--- src/hw/rtl/aabb_frustum_cull_core_assert.svh ---
// ---------------------------------------------------------------------------
// aabb_frustum_cull_core_assert: assertion macros
// shared concurrent check forms, clocked on clk and disabled in rst
// ---------------------------------------------------------------------------
`ifndef AABB_FRUSTUM_CULL_CORE_ASSERT_SVH
`define AABB_FRUSTUM_CULL_CORE_ASSERT_SVH

// condition implies property in the same cycle
`define AFC_ASSERT_NOW(label, cond, prop) \
  label: assert property (@(posedge clk) disable iff (rst) (cond) |-> (prop)) \
    else $error("afc check failed in the same cycle");

// condition implies property in the next cycle
`define AFC_ASSERT_NEXT(label, cond, prop) \
  label: assert property (@(posedge clk) disable iff (rst) (cond) |=> (prop)) \
    else $error("afc check failed one cycle later");

`endif

--- src/hw/rtl/afc_pkg.sv ---
// ---------------------------------------------------------------------------
// afc_pkg: shared types and constants
// widths of the fixed-point plane test and the verdict codes
// ---------------------------------------------------------------------------
package afc_pkg;

  localparam int REG_PLANES     = 6;
  localparam int NUM_PLANES_DEF = 6;

  localparam int CFG_IDX_W  = 3;
  localparam int CFG_DATA_W = 64;

  localparam int COORD_W = 22;   // signed Q18.4
  localparam int HALF_W  = 21;   // unsigned Q17.4
  localparam int NORM_W  = 14;   // signed Q2.12
  localparam int DIST_W  = 22;   // signed Q18.4
  localparam int FRAC_N  = 12;   // normal fraction bits

  localparam int CPROD_W = COORD_W + NORM_W;   // signed center product
  localparam int HPROD_W = HALF_W + NORM_W;    // unsigned radius product
  localparam int RAD_W   = HPROD_W + 2;        // sum of three radius products
  localparam int OFF_W   = CPROD_W + 4;        // offset and offset +/- radius

  localparam int MASK_W = 6;
  localparam int FAIL_W = 3;

  // plane word packing
  localparam int NX_LSB = 0;
  localparam int NY_LSB = 14;
  localparam int NZ_LSB = 28;
  localparam int D_LSB  = 42;

  typedef enum logic [1:0] {
    VERDICT_OUTSIDE   = 2'd0,
    VERDICT_INTERSECT = 2'd1,
    VERDICT_INSIDE    = 2'd2
  } verdict_t;

  // stage advance strobes shared by every plane lane
  typedef struct packed {
    logic adv1;
    logic adv2;
    logic adv3;
  } stage_ctl_t;

endpackage

--- src/hw/rtl/afc_resolve.sv ---
// ---------------------------------------------------------------------------
// afc_resolve: verdict and fail-plane selection
// combines the per-plane flags in test order and registers the result
// ---------------------------------------------------------------------------
module afc_resolve #(
  parameter int USED_PLANES = afc_pkg::NUM_PLANES_DEF
) (
  input  logic                          clk,
  input  logic                          load,
  input  logic [afc_pkg::MASK_W-1:0]    plane_mask,
  input  logic [afc_pkg::FAIL_W-1:0]    prev_fail_plane,
  input  logic [afc_pkg::REG_PLANES-1:0] outside,
  input  logic [afc_pkg::REG_PLANES-1:0] enclosed,
  output afc_pkg::verdict_t             verdict,
  output logic [afc_pkg::MASK_W-1:0]    intersect_mask,
  output logic [afc_pkg::FAIL_W-1:0]    fail_plane
);

  logic [afc_pkg::REG_PLANES-1:0] used_mask;
  logic [afc_pkg::REG_PLANES-1:0] tested, reject, straddle;
  logic                           prev_ok, prev_rej;
  logic [afc_pkg::FAIL_W-1:0]     first_rej;
  afc_pkg::verdict_t              verdict_next;
  logic [afc_pkg::MASK_W-1:0]     imask_next;
  logic [afc_pkg::FAIL_W-1:0]     fail_next;

  always_comb begin
    for (int i = 0; i < afc_pkg::REG_PLANES; i++) begin
      used_mask[i] = (i < USED_PLANES);
    end
  end

  assign tested   = plane_mask & used_mask;
  assign reject   = tested & outside;
  assign straddle = tested & ~outside & ~enclosed;
  assign prev_ok  = prev_fail_plane < afc_pkg::FAIL_W'(USED_PLANES);
  assign prev_rej = prev_ok && reject[prev_fail_plane];

  // lowest rejecting index; the loop runs from the top plane down, so the lowest wins
  always_comb begin
    first_rej = prev_fail_plane;
    for (int i = afc_pkg::REG_PLANES - 1; i >= 0; i--) begin
      if (reject[i]) begin
        first_rej = afc_pkg::FAIL_W'(i);
      end
    end
  end

  always_comb begin
    if (reject != '0) begin
      verdict_next = afc_pkg::VERDICT_OUTSIDE;
      imask_next   = '0;
      fail_next    = prev_rej ? prev_fail_plane : first_rej;
    end else begin
      verdict_next = (straddle != '0) ? afc_pkg::VERDICT_INTERSECT : afc_pkg::VERDICT_INSIDE;
      imask_next   = straddle;
      fail_next    = prev_fail_plane;
    end
  end

  always_ff @(posedge clk) begin
    if (load) begin
      verdict        <= verdict_next;
      intersect_mask <= imask_next;
      fail_plane     <= fail_next;
    end
  end

endmodule

--- config.mk ---
export PLATFORM = sky130hd
export DESIGN_NAME = afc_resolve
export DESIGN_NICKNAME = d
export VERILOG_FILES = /design/src/hw/rtl/aabb_frustum_cull_core_assert.svh /design/src/hw/rtl/afc_pkg.sv /design/src/hw/rtl/afc_resolve.sv
export SDC_FILE = /design/constraint.sdc
export NUM_CORES = 1
export LEC_CHECK = 0
export BUFFER_PORTS_ARGS = -buffer_cell sky130_fd_sc_hd__buf_2
export CAP_MARGIN = 20
export CORE_MARGIN = 8
export CORE_UTILIZATION = 42
export DETAILED_ROUTE_END_ITERATION = 16
export PLACE_DENSITY = 0.8
export SYNTH_ARGS = -nofsm -noshare
export SYNTH_HDL_FRONTEND = slang
export SYNTH_SLANG_ARGS = --single-unit
--- constraint.sdc ---
create_clock -name clk -period 2.3 [get_ports clk]
set_input_delay 0.46 -clock clk [delete_from_list [all_inputs] [get_ports clk]]
set_output_delay 0.46 -clock clk [all_outputs]
set_load 0.05 [all_outputs]
==> results of run 1 <==
[layout make-up]
type                            count  area share
Timing Repair Buffer               33       0.195
Clock buffer                        4      0.0310
Sequential cell                    11       0.389
Multi-Input combinational cell     42       0.361
Tap cell                           16      0.0236
[worst paths after layout]
kind	startpoint	endpoint	slack [ps]
max	plane_mask[2]	fail_plane[2]	630
min	prev_fail_plane[1]	fail_plane[1]	510
[power groups by stage]
stage                     Clock (W)  Sequential [W]  Combinational (W)
after floorplan                   0        0.000305          0.0000456
after global placement            0        0.000246           0.000154
after detailed placement          0        0.000248           0.000155
after CTS                  0.000145        0.000243           0.000156
after global routing       0.000151        0.000244           0.000166
final                      0.000141        0.000243           0.000156
[registers in the layout, indices dropped and copies added (netlist names)]
name / cells
verdict: 2
intersect_mask: 6
fail_plane: 3
[cells by family (layout without fill, tap and decap cells)]
family | after synthesis | in the layout | synth area share
flops | 11 | 11 | 0.519
buf+inv | 0 | 37 | 0
mux | 5 | 5 | 0.106
compound gates | 10 | 10 | 0.134
simple gates | 27 | 27 | 0.242
[layer usage]
metal,vias to the layer above,part of all wire,global-route usage
li1,284,-,-
met1,275,0.36,0.139
met2,29,0.53,0.221
met3,5,0.083,0.0241
met4,0,0.030,0.0960
met5,-,0,0
[layout by cell type, fill, tap and decap left out, types with 2 or more instances in the layout]
| cell type | synthesis | routed |
|---|---|---|
| edfxtp_1 | 11 | 11 |
| buf_2 | 0 | 33 |
| clkbuf_4 | 0 | 3 |
| mux2_1 | 2 | 2 |
| nor2_1 | 6 | 6 |
| or3b_2 | 6 | 6 |
| nand2_1 | 9 | 9 |
| mux2_2 | 2 | 2 |
[Yosys cell counts]
master / instances
nor2_1: 6
nand4b_2: 1
nand2_1: 9
a21o_1: 1
nor2b_1: 1
o21ba_2: 1
mux2_1: 2
mux2_2: 2
nor3_1: 1
o221ai_2: 1
a22o_1: 1
nand4_1: 1
or2_2: 1
o22ai_1: 1
o2bb2ai_1: 1
mux4_2: 1
or3b_2: 6
o21ai_1: 1
a32o_1: 1
a31oi_1: 1
edfxtp_1: 11
nand2b_1: 1
a22oi_1: 1
[per-stage QoR]
step / std cells / worst slack [ps]
after floorplan: 53 / 548
after global placement: 102 / 359
after detailed placement: 102 / 357
after CTS: 106 / 637
after global routing: 106 / 533
final: 106 / 634
==> qor.txt, run 1 <==
share of layout cells above drive strength 1: 0.544
Sequential Area: 330 um^2
Slew @ Worst Pin: 341 ps
initial DRC count: 17
Hold/Removal Path Class: primary input to flop
critical path data arrival time: 1700 ps
Top-Level Pins: 34
Final Core Density: 0.577
CP top delay family: compound AO/OA/AOI/OAI gates
Max H-tree Level: 1
Lkg Pwr: 0.363 nW
CP Launch Type: primary input
clock sink total: 11
endpoints failing setup: 0
PwrDens: 637 nW/um^2
CP max stage cell: mux2_1
Yosys cell types: 23
fmax: 0.600 GHz
vias: 593
Comb pwr share: 0.289
WHS: 514 ps
sequential area share after synthesis: 0.519
GRT Overall Usage: 0.129
post_cts resized: 0
slew margin rel.: 0.773
sw power: 0.000182 W
hold-fix buffers at CTS: 0
chip width: 54.9 um
outcome: completed
Synth top area share: 0.519
CP required: 2330 ps
RSZ-0062 raised after global routing: no
Diodes inserted: 0
Max Slew Vio Count: 0
worst-path fanout max: 10
Setup crit end kind: flop
core area: 1470 um^2
post-layout min period: 1670 ps
final instance area: 848 um^2
Max Cap Violations: 0
# rows: 14
Clk network pwr share: 0.261
largest net degree at the start of global routing: 12
Synth Instances: 53
slowest cell delay on critical path: 330 ps
Hold Violations, Final: 0
# DRC: 0
#FFs+latches synth: 11
period utilization: 0.724
yosys warns: 0
CTS Buffer Depth: 2
sw frac: 0.337
clock root cell: clkbuf_4
TritonCTS clock tree: built
register share of total power: 0.449
Cell Chain, Critical Path: buf_2, a22oi_1, nand4b_2, o21ai_1, mux2_1
internal power: 0.000358 W
Die Ht: 54.9 um
number of global-route vias before repair: 566
Detail Route Antenna Nets: 0
PortBufs: 33
Net count, final: 114
DIE AREA: 3020 um^2
syn_nets: 76
Multi-input gate area: 307 um^2
Levels on crit path: 5
area added between synthesis and finish: 33.2%
Min-Delay Path Depth: 2
class of the most critical setup path: primary input to flop
CTS Buf Count: 3
GR Overflow Total: 0
Routed WL per cell: 17.0 um
Detailed Place HPWL: 1430 um
1st-pass router iterations: 4
final RePlAce weighted congestion: 0.936
setup TNS: 0 ps
via/cell ratio: 5.59
first-pass GRT wire length: 2680 um
Post-Syn Area per Cell: 12.0 um^2
area leader, netlist: edfxtp_1
Routed WL: 1800 um
Clk pin slew, worst setup/hold paths: 70 ps
WP buf/inv: 1
placed cell areas: 822 um^2
Power, Total: 0.000540 W
antenna violations before repair: 0
Max VDD drop: 0.311 mV
Starting Density: 0.433
FILL cells: 134
synth top area cells: edfxtp_1 (52%), or3b_2 (8.3%), nand2_1 (5.3%)
Post-CTS Setup Inserts: 0
synthesized cell area: 637 um^2
No activity file was read; power rests on OpenSTA's default activity.
==> inputs of run 2 (changes only) <==
--- a/config.mk
+++ b/config.mk
@@ -8,9 +8,9 @@
 export BUFFER_PORTS_ARGS = -buffer_cell sky130_fd_sc_hd__buf_2
 export CAP_MARGIN = 20
 export CORE_MARGIN = 8
-export CORE_UTILIZATION = 42
+export CORE_UTILIZATION = 38
 export DETAILED_ROUTE_END_ITERATION = 16
-export PLACE_DENSITY = 0.8
+export PLACE_DENSITY = 0.76
 export SYNTH_ARGS = -nofsm -noshare
 export SYNTH_HDL_FRONTEND = slang
 export SYNTH_SLANG_ARGS = --single-unit
==> constraint.sdc (replaced) <==
create_clock -name clk -period 1.5 [get_ports clk]
set_input_delay 0.3 -clock clk [delete_from_list [all_inputs] [get_ports clk]]
set_output_delay 0.3 -clock clk [all_outputs]
set_load 0.05 [all_outputs]
==> run 2 against run 1 <==
  * Count of clock-buffer cells in the layout is the same
  * Routed wire length shrank 4.7%
  * Cell count grew 13%
  * Highest routed layer unchanged
==> qor.txt, run 2 (synthesis results as in run 1) <==
outcome: completed (unchanged)
Die Ht: 56.9 um (was 54.9 um)
most frequent cells in the layout: buf_2 (33), buf_4 (14), edfxtp_1 (11), nand2_1 (8) (was buf_2 (33), edfxtp_1 (11), nand2_1 (9), or3b_2 (6), nor2_1 (6))
Cell Chain, Critical Path: buf_2, nand2_1, mux4_2, o221ai_2, mux2_1 (was buf_2, a22oi_1, nand4b_2, o21ai_1, mux2_1)
Routed WL per cell: 14.3 um (was 17.0 um)
class of the most critical setup path: primary input to flop (unchanged)
Lkg Pwr: 0.434 nW (was 0.363 nW)
Top-Level Pins: 34 (unchanged)
PwrDens: 880 nW/um^2 (was 637 nW/um^2)
final RePlAce weighted congestion: 0.888 (was 0.936)
1st-pass router iterations: 4 (unchanged)
GRT Overall Usage: 0.101 (was 0.129)
worst-path fanout max: 4 (was 10)
vias: 627 (was 593)
Post-CTS Setup Inserts: 0 (unchanged)
CTS Buf Count: 3 (unchanged)
Max H-tree Level: 1 (unchanged)
CP required: 1520 ps (was 2330 ps)
Largest register FFs: 6 (unchanged)
WP buf/inv: 1 (unchanged)
top routing layer in use: met4 (unchanged)
post-layout min period: 1450 ps
FILL cells: 135 (was 134)
# rows: 14 (unchanged)
Diodes inserted: 0 (unchanged)
fmax: 0.691 GHz
# DRC: 0 (unchanged)
Met1 Routed Length: 703 um (was 644 um)
Max VDD drop: 0.631 mV (was 0.311 mV)
slew margin rel.: 0.739 (was 0.773)
largest net degree at the start of global routing: 12 (unchanged)
register with the most flip-flops: intersect_mask (unchanged)
hold-fix buffers at CTS: 0 (unchanged)
initial DRC count: 16 (was 17)
share of layout cells above drive strength 1: 0.615 (was 0.544)
CTS Buffer Depth: 2 (unchanged)
CP max stage cell: mux4_2 (was mux2_1)
clock root cell: clkbuf_4 (unchanged)
GR Overflow Total: 0 (unchanged)
DIE AREA: 3240 um^2 (was 3020 um^2)
Starting Density: 0.413 (was 0.433)
PortBufs: 33 (unchanged)
Hold Violations, Final: 0 (unchanged)
slowest cell delay on critical path: 470 ps (was 330 ps)
commonest non-fill, non-tap cell in the layout: buf_2 (unchanged)
Detailed Place HPWL: 1490 um (was 1430 um)
number of global-route vias before repair: 613 (was 566)
chip width: 56.9 um (was 54.9 um)
endpoints failing setup: 0 (unchanged)
RSZ-0062 raised after global routing: no (unchanged)
post_cts resized: 0 (unchanged)
Slew @ Worst Pin: 392 ps (was 341 ps)
setup TNS: 0 ps (unchanged)
period utilization: 0.965
Final WS setup: 53.1 ps (was 634 ps)
Routed WL: 1710 um (was 1800 um)
Hold/Removal Path Class: primary input to flop (unchanged)
routed wl met3: 120 um (was 150 um)
CP Launch Type: primary input (unchanged)
Detail Route Antenna Nets: 0 (unchanged)
core area: 1540 um^2 (was 1470 um^2)
pre-CTS WS: -221 ps (was 357 ps)
Net count, final: 128 (was 114)
Setup crit end kind: flop (unchanged)
met2 routed wirelength: 862 um (was 949 um)
CP top delay family: multiplexers (was compound AO/OA/AOI/OAI gates)
area added between synthesis and finish: 51.5% (was 33.2%)
registers with the most flip-flops: intersect_mask: 6 flops, fail_plane: 3 flops, verdict: 2 flops (unchanged)
Max Slew Vio Count: 0 (unchanged)
via/cell ratio: 5.23 (was 5.59)
Max Cap Violations: 0 (unchanged)
critical path data arrival time: 1470 ps (was 1700 ps)
TritonCTS clock tree: built (unchanged)
antenna violations before repair: 0 (unchanged)
first-pass GRT wire length: 2680 um (unchanged)
clock sink total: 11 (unchanged)
Clk pin slew, worst setup/hold paths: 60 ps (was 70 ps)
## run 2: cell count changes in the layout (fill, tap and decap cells not counted)
| cell | before | now |
|---|---|---|
| nand4b_2 | 1 | 0 |
| nand2_1 | 9 | 8 |
| nand4b_4 | 0 | 1 |
| buf_4 | 0 | 14 |
| nand2_2 | 0 | 1 |
## run 2: layout make-up
type,count,area [um^2],share of cell area
Tap cell,16,20.0,0.0208
Clock buffer,4,26.3,0.0272
Sequential cell,11,330,0.342
Multi-Input combinational cell,42,318,0.329
Timing Repair Buffer,47,270,0.280
## run 2: metrics by stage
stage	instances	hold WS (ps)	power, W	area, um^2	util
final	120	344	0.000849	965	0.626
after global routing	120	352	0.000888	965	0.626
after CTS	120	347	0.000854	965	0.626
after detailed placement	116	628	0.000653	938	0.609
after global placement	116	633	0.000649	938	0.609
after floorplan	53	412	0.000542	648	-
## run 2: per-layer routing
layer  GRT usage  up-vias
li1            -      310
met1       0.109      295
met2       0.171       19
met3      0.0288        3
met4      0.0604        0
met5           0        -
## run 2: path summary, 6_finish.rpt
kind	endpoint	depth (start not counted)	slack [ps]	startpoint
setup / recovery	fail_plane[0]	5	50	plane_mask[2]
hold / removal	fail_plane[1]	2	340	prev_fail_plane[1]
## run 2: power breakdown
part / internal, W / switching, W
registers: 0.000366 / 0.00000448
logic: 0.000108 / 0.000167
clock network: 0.000103 / 0.000101
total: 0.000577 / 0.000272
==> inputs of run 3 (changes only) <==
--- a/config.mk
+++ b/config.mk
@@ -11,6 +11,7 @@
 export CORE_UTILIZATION = 38
 export DETAILED_ROUTE_END_ITERATION = 16
 export PLACE_DENSITY = 0.76
+export SETUP_SLACK_MARGIN = 0.3
 export SYNTH_ARGS = -nofsm -noshare
 export SYNTH_HDL_FRONTEND = slang
 export SYNTH_SLANG_ARGS = --single-unit
==> run 3 against run 2 <==
  * Sequential cell count is the same
  * Critical path depth is the same
  * Via count grew 5.1%
  * Count of clock-buffer cells in the layout is the same
  * Power grew 8.3%
  * Setup slack gained 58 ps
  * Sequential power is essentially flat
==> qor.txt, run 3 (synthesis results as in run 1) <==
Top-Level Pins: 34 (unchanged)
Max Cap Violations: 0 (unchanged)
fmax: 0.720 GHz (was 0.691 GHz)
hold-fix buffers at CTS: 0 (unchanged)
final RePlAce weighted congestion: 0.836 (was 0.888)
core area: 1540 um^2 (unchanged)
1st-pass router iterations: 4 (unchanged)
Slew @ Worst Pin: 251 ps (was 392 ps)
Hold/Removal Path Class: primary input to flop (unchanged)
area added between synthesis and finish: 82.5% (was 51.5%)
WP buf/inv: 1 (unchanged)
initial DRC count: 7 (was 16)
TritonCTS clock tree: built (unchanged)
Lkg Pwr: 0.519 nW (was 0.434 nW)
number of global-route vias before repair: 697 (was 613)
Final WS setup: 111 ps (was 53.1 ps)
chip width: 56.9 um (unchanged)
CP max stage cell: mux4_2 (unchanged)
CTS Buffer Depth: 2 (unchanged)
CP required: 1510 ps (was 1520 ps)
placed cell areas: 968 um^2 (was 938 um^2)
RSZ-0062 raised after global routing: yes (was no)
pre-CTS WS: -226 ps (was -221 ps)
CP top delay family: multiplexers (unchanged)
DIE AREA: 3240 um^2 (unchanged)
slew margin rel.: 0.833 (was 0.739)
via/cell ratio: 5.27 (was 5.23)
class of the most critical setup path: primary input to flop (unchanged)
critical path data arrival time: 1400 ps (was 1470 ps)
Detail Route Antenna Nets: 0 (unchanged)
PortBufs: 33 (unchanged)
slowest cell delay on critical path: 470 ps (about the same)
Multi-input gate area: 393 um^2 (was 318 um^2)
Routed WL: 2080 um (was 1710 um)
Cell Chain, Critical Path: buf_6, nand2_2, mux4_2, o221ai_4, mux2_4 (was buf_2, nand2_1, mux4_2, o221ai_2, mux2_1)
endpoints failing setup: 0 (unchanged)
Die Ht: 56.9 um (unchanged)
period utilization: 0.926 (was 0.965)
first-pass GRT wire length: 3240 um (was 2680 um)
Max VDD drop: 0.362 mV (was 0.631 mV)
outcome: completed (unchanged)
Diodes inserted: 0 (unchanged)
share of layout cells above drive strength 1: 0.734 (was 0.615)
Routed WL per cell: 16.6 um (was 14.3 um)
most frequent cells in the layout: buf_2 (23), buf_4 (15), buf_6 (12), edfxtp_1 (11) (was buf_2 (33), buf_4 (14), edfxtp_1 (11), nand2_1 (8))
largest net degree at the start of global routing: 12 (unchanged)
commonest non-fill, non-tap cell in the layout: buf_2 (unchanged)
clock sink total: 11 (unchanged)
Setup crit end kind: flop (unchanged)
Sequential Area: 330 um^2 (unchanged)
# rows: 14 (unchanged)
registers with the most flip-flops: intersect_mask: 6 flops, fail_plane: 3 flops, verdict: 2 flops (unchanged)
CTS Buf Count: 3 (unchanged)
PwrDens: 791 nW/um^2 (was 880 nW/um^2)
Largest register FFs: 6 (unchanged)
Detailed Place HPWL: 1610 um (was 1490 um)
Clk pin slew, worst setup/hold paths: 60 ps (about the same)
vias: 659 (was 627)
Net count, final: 133 (was 128)
GRT Overall Usage: 0.126 (was 0.101)
placed cells: 118 (was 116)
register with the most flip-flops: intersect_mask (unchanged)
fin cells: 125 (was 120)
clock root cell: clkbuf_4 (unchanged)
GR Overflow Total: 0 (unchanged)
CP Launch Type: primary input (unchanged)
antenna violations before repair: 0 (unchanged)
Max Slew Vio Count: 0 (unchanged)
Starting Density: 0.413 (unchanged)
final instance area: 1160 um^2 (was 965 um^2)
FILL cells: 124 (was 135)
Hold Violations, Final: 0 (unchanged)
worst-path fanout max: 4 (unchanged)
post-layout min period: 1390 ps (was 1450 ps)
# DRC: 0 (unchanged)
Max H-tree Level: 1 (unchanged)
[run 3: cell types whose count changed in the layout (fill, tap and decap cells not counted), sizes merged]
cell	delta
buf	+5
[run 3: per-stage QoR]
stage | utilization | hold WS [ps] | total power (W) | TNS [ps]
final | 0.754 | 367 | 0.000919 | 0
after global routing | 0.754 | 375 | 0.000964 | 0
after CTS | 0.726 | 364 | 0.000901 | 0
after detailed placement | 0.628 | 638 | 0.000664 | -502
after global placement | 0.628 | 636 | 0.000655 | -344
after floorplan | - | 412 | 0.000544 | -34.8
[run 3: area by class of cell]
| type | count | share of cell area |
|---|---|---|
| Tap cell | 16 | 0.0172 |
| Multi-Input combinational cell | 42 | 0.338 |
| Timing Repair Buffer | 52 | 0.338 |
| Sequential cell | 11 | 0.284 |
| Clock buffer | 4 | 0.0226 |
[run 3: final timing paths]
kind	from	end	slack (ps)	cells past startpoint
hold / removal	prev_fail_plane[1]	fail_plane[1]	370	2
setup / recovery	plane_mask[0]	fail_plane[0]	110	5
[run 3: repair_timing]
| action | in CTS | in global routing |
|---|---|---|
| gates resized for setup | 25 | 9 |
| pin swaps | 7 | 3 |
| setup buffers | 2 | 1 |
| setup endpoints to repair | 5 | 8 |
[run 3: layer usage]
layer / vias to the layer above / share of wire / routed length (um) / track usage
met4: 0 / 0.026 / 55 / 0.0839
met1: 305 / 0.38 / 796 / 0.128
met2: 29 / 0.52 / 1070 / 0.208
li1: 321 / - / - / -
met5: - / 0 / 0 / 0
met3: 4 / 0.075 / 156 / 0.0487
[run 3: power breakdown]
part / total (W) / switching, W / internal [W]
logic: 0.000355 / 0.000193 / 0.000162
registers: 0.000372 / 0.00000549 / 0.000366
clock network: 0.000193 / 0.0000900 / 0.000103
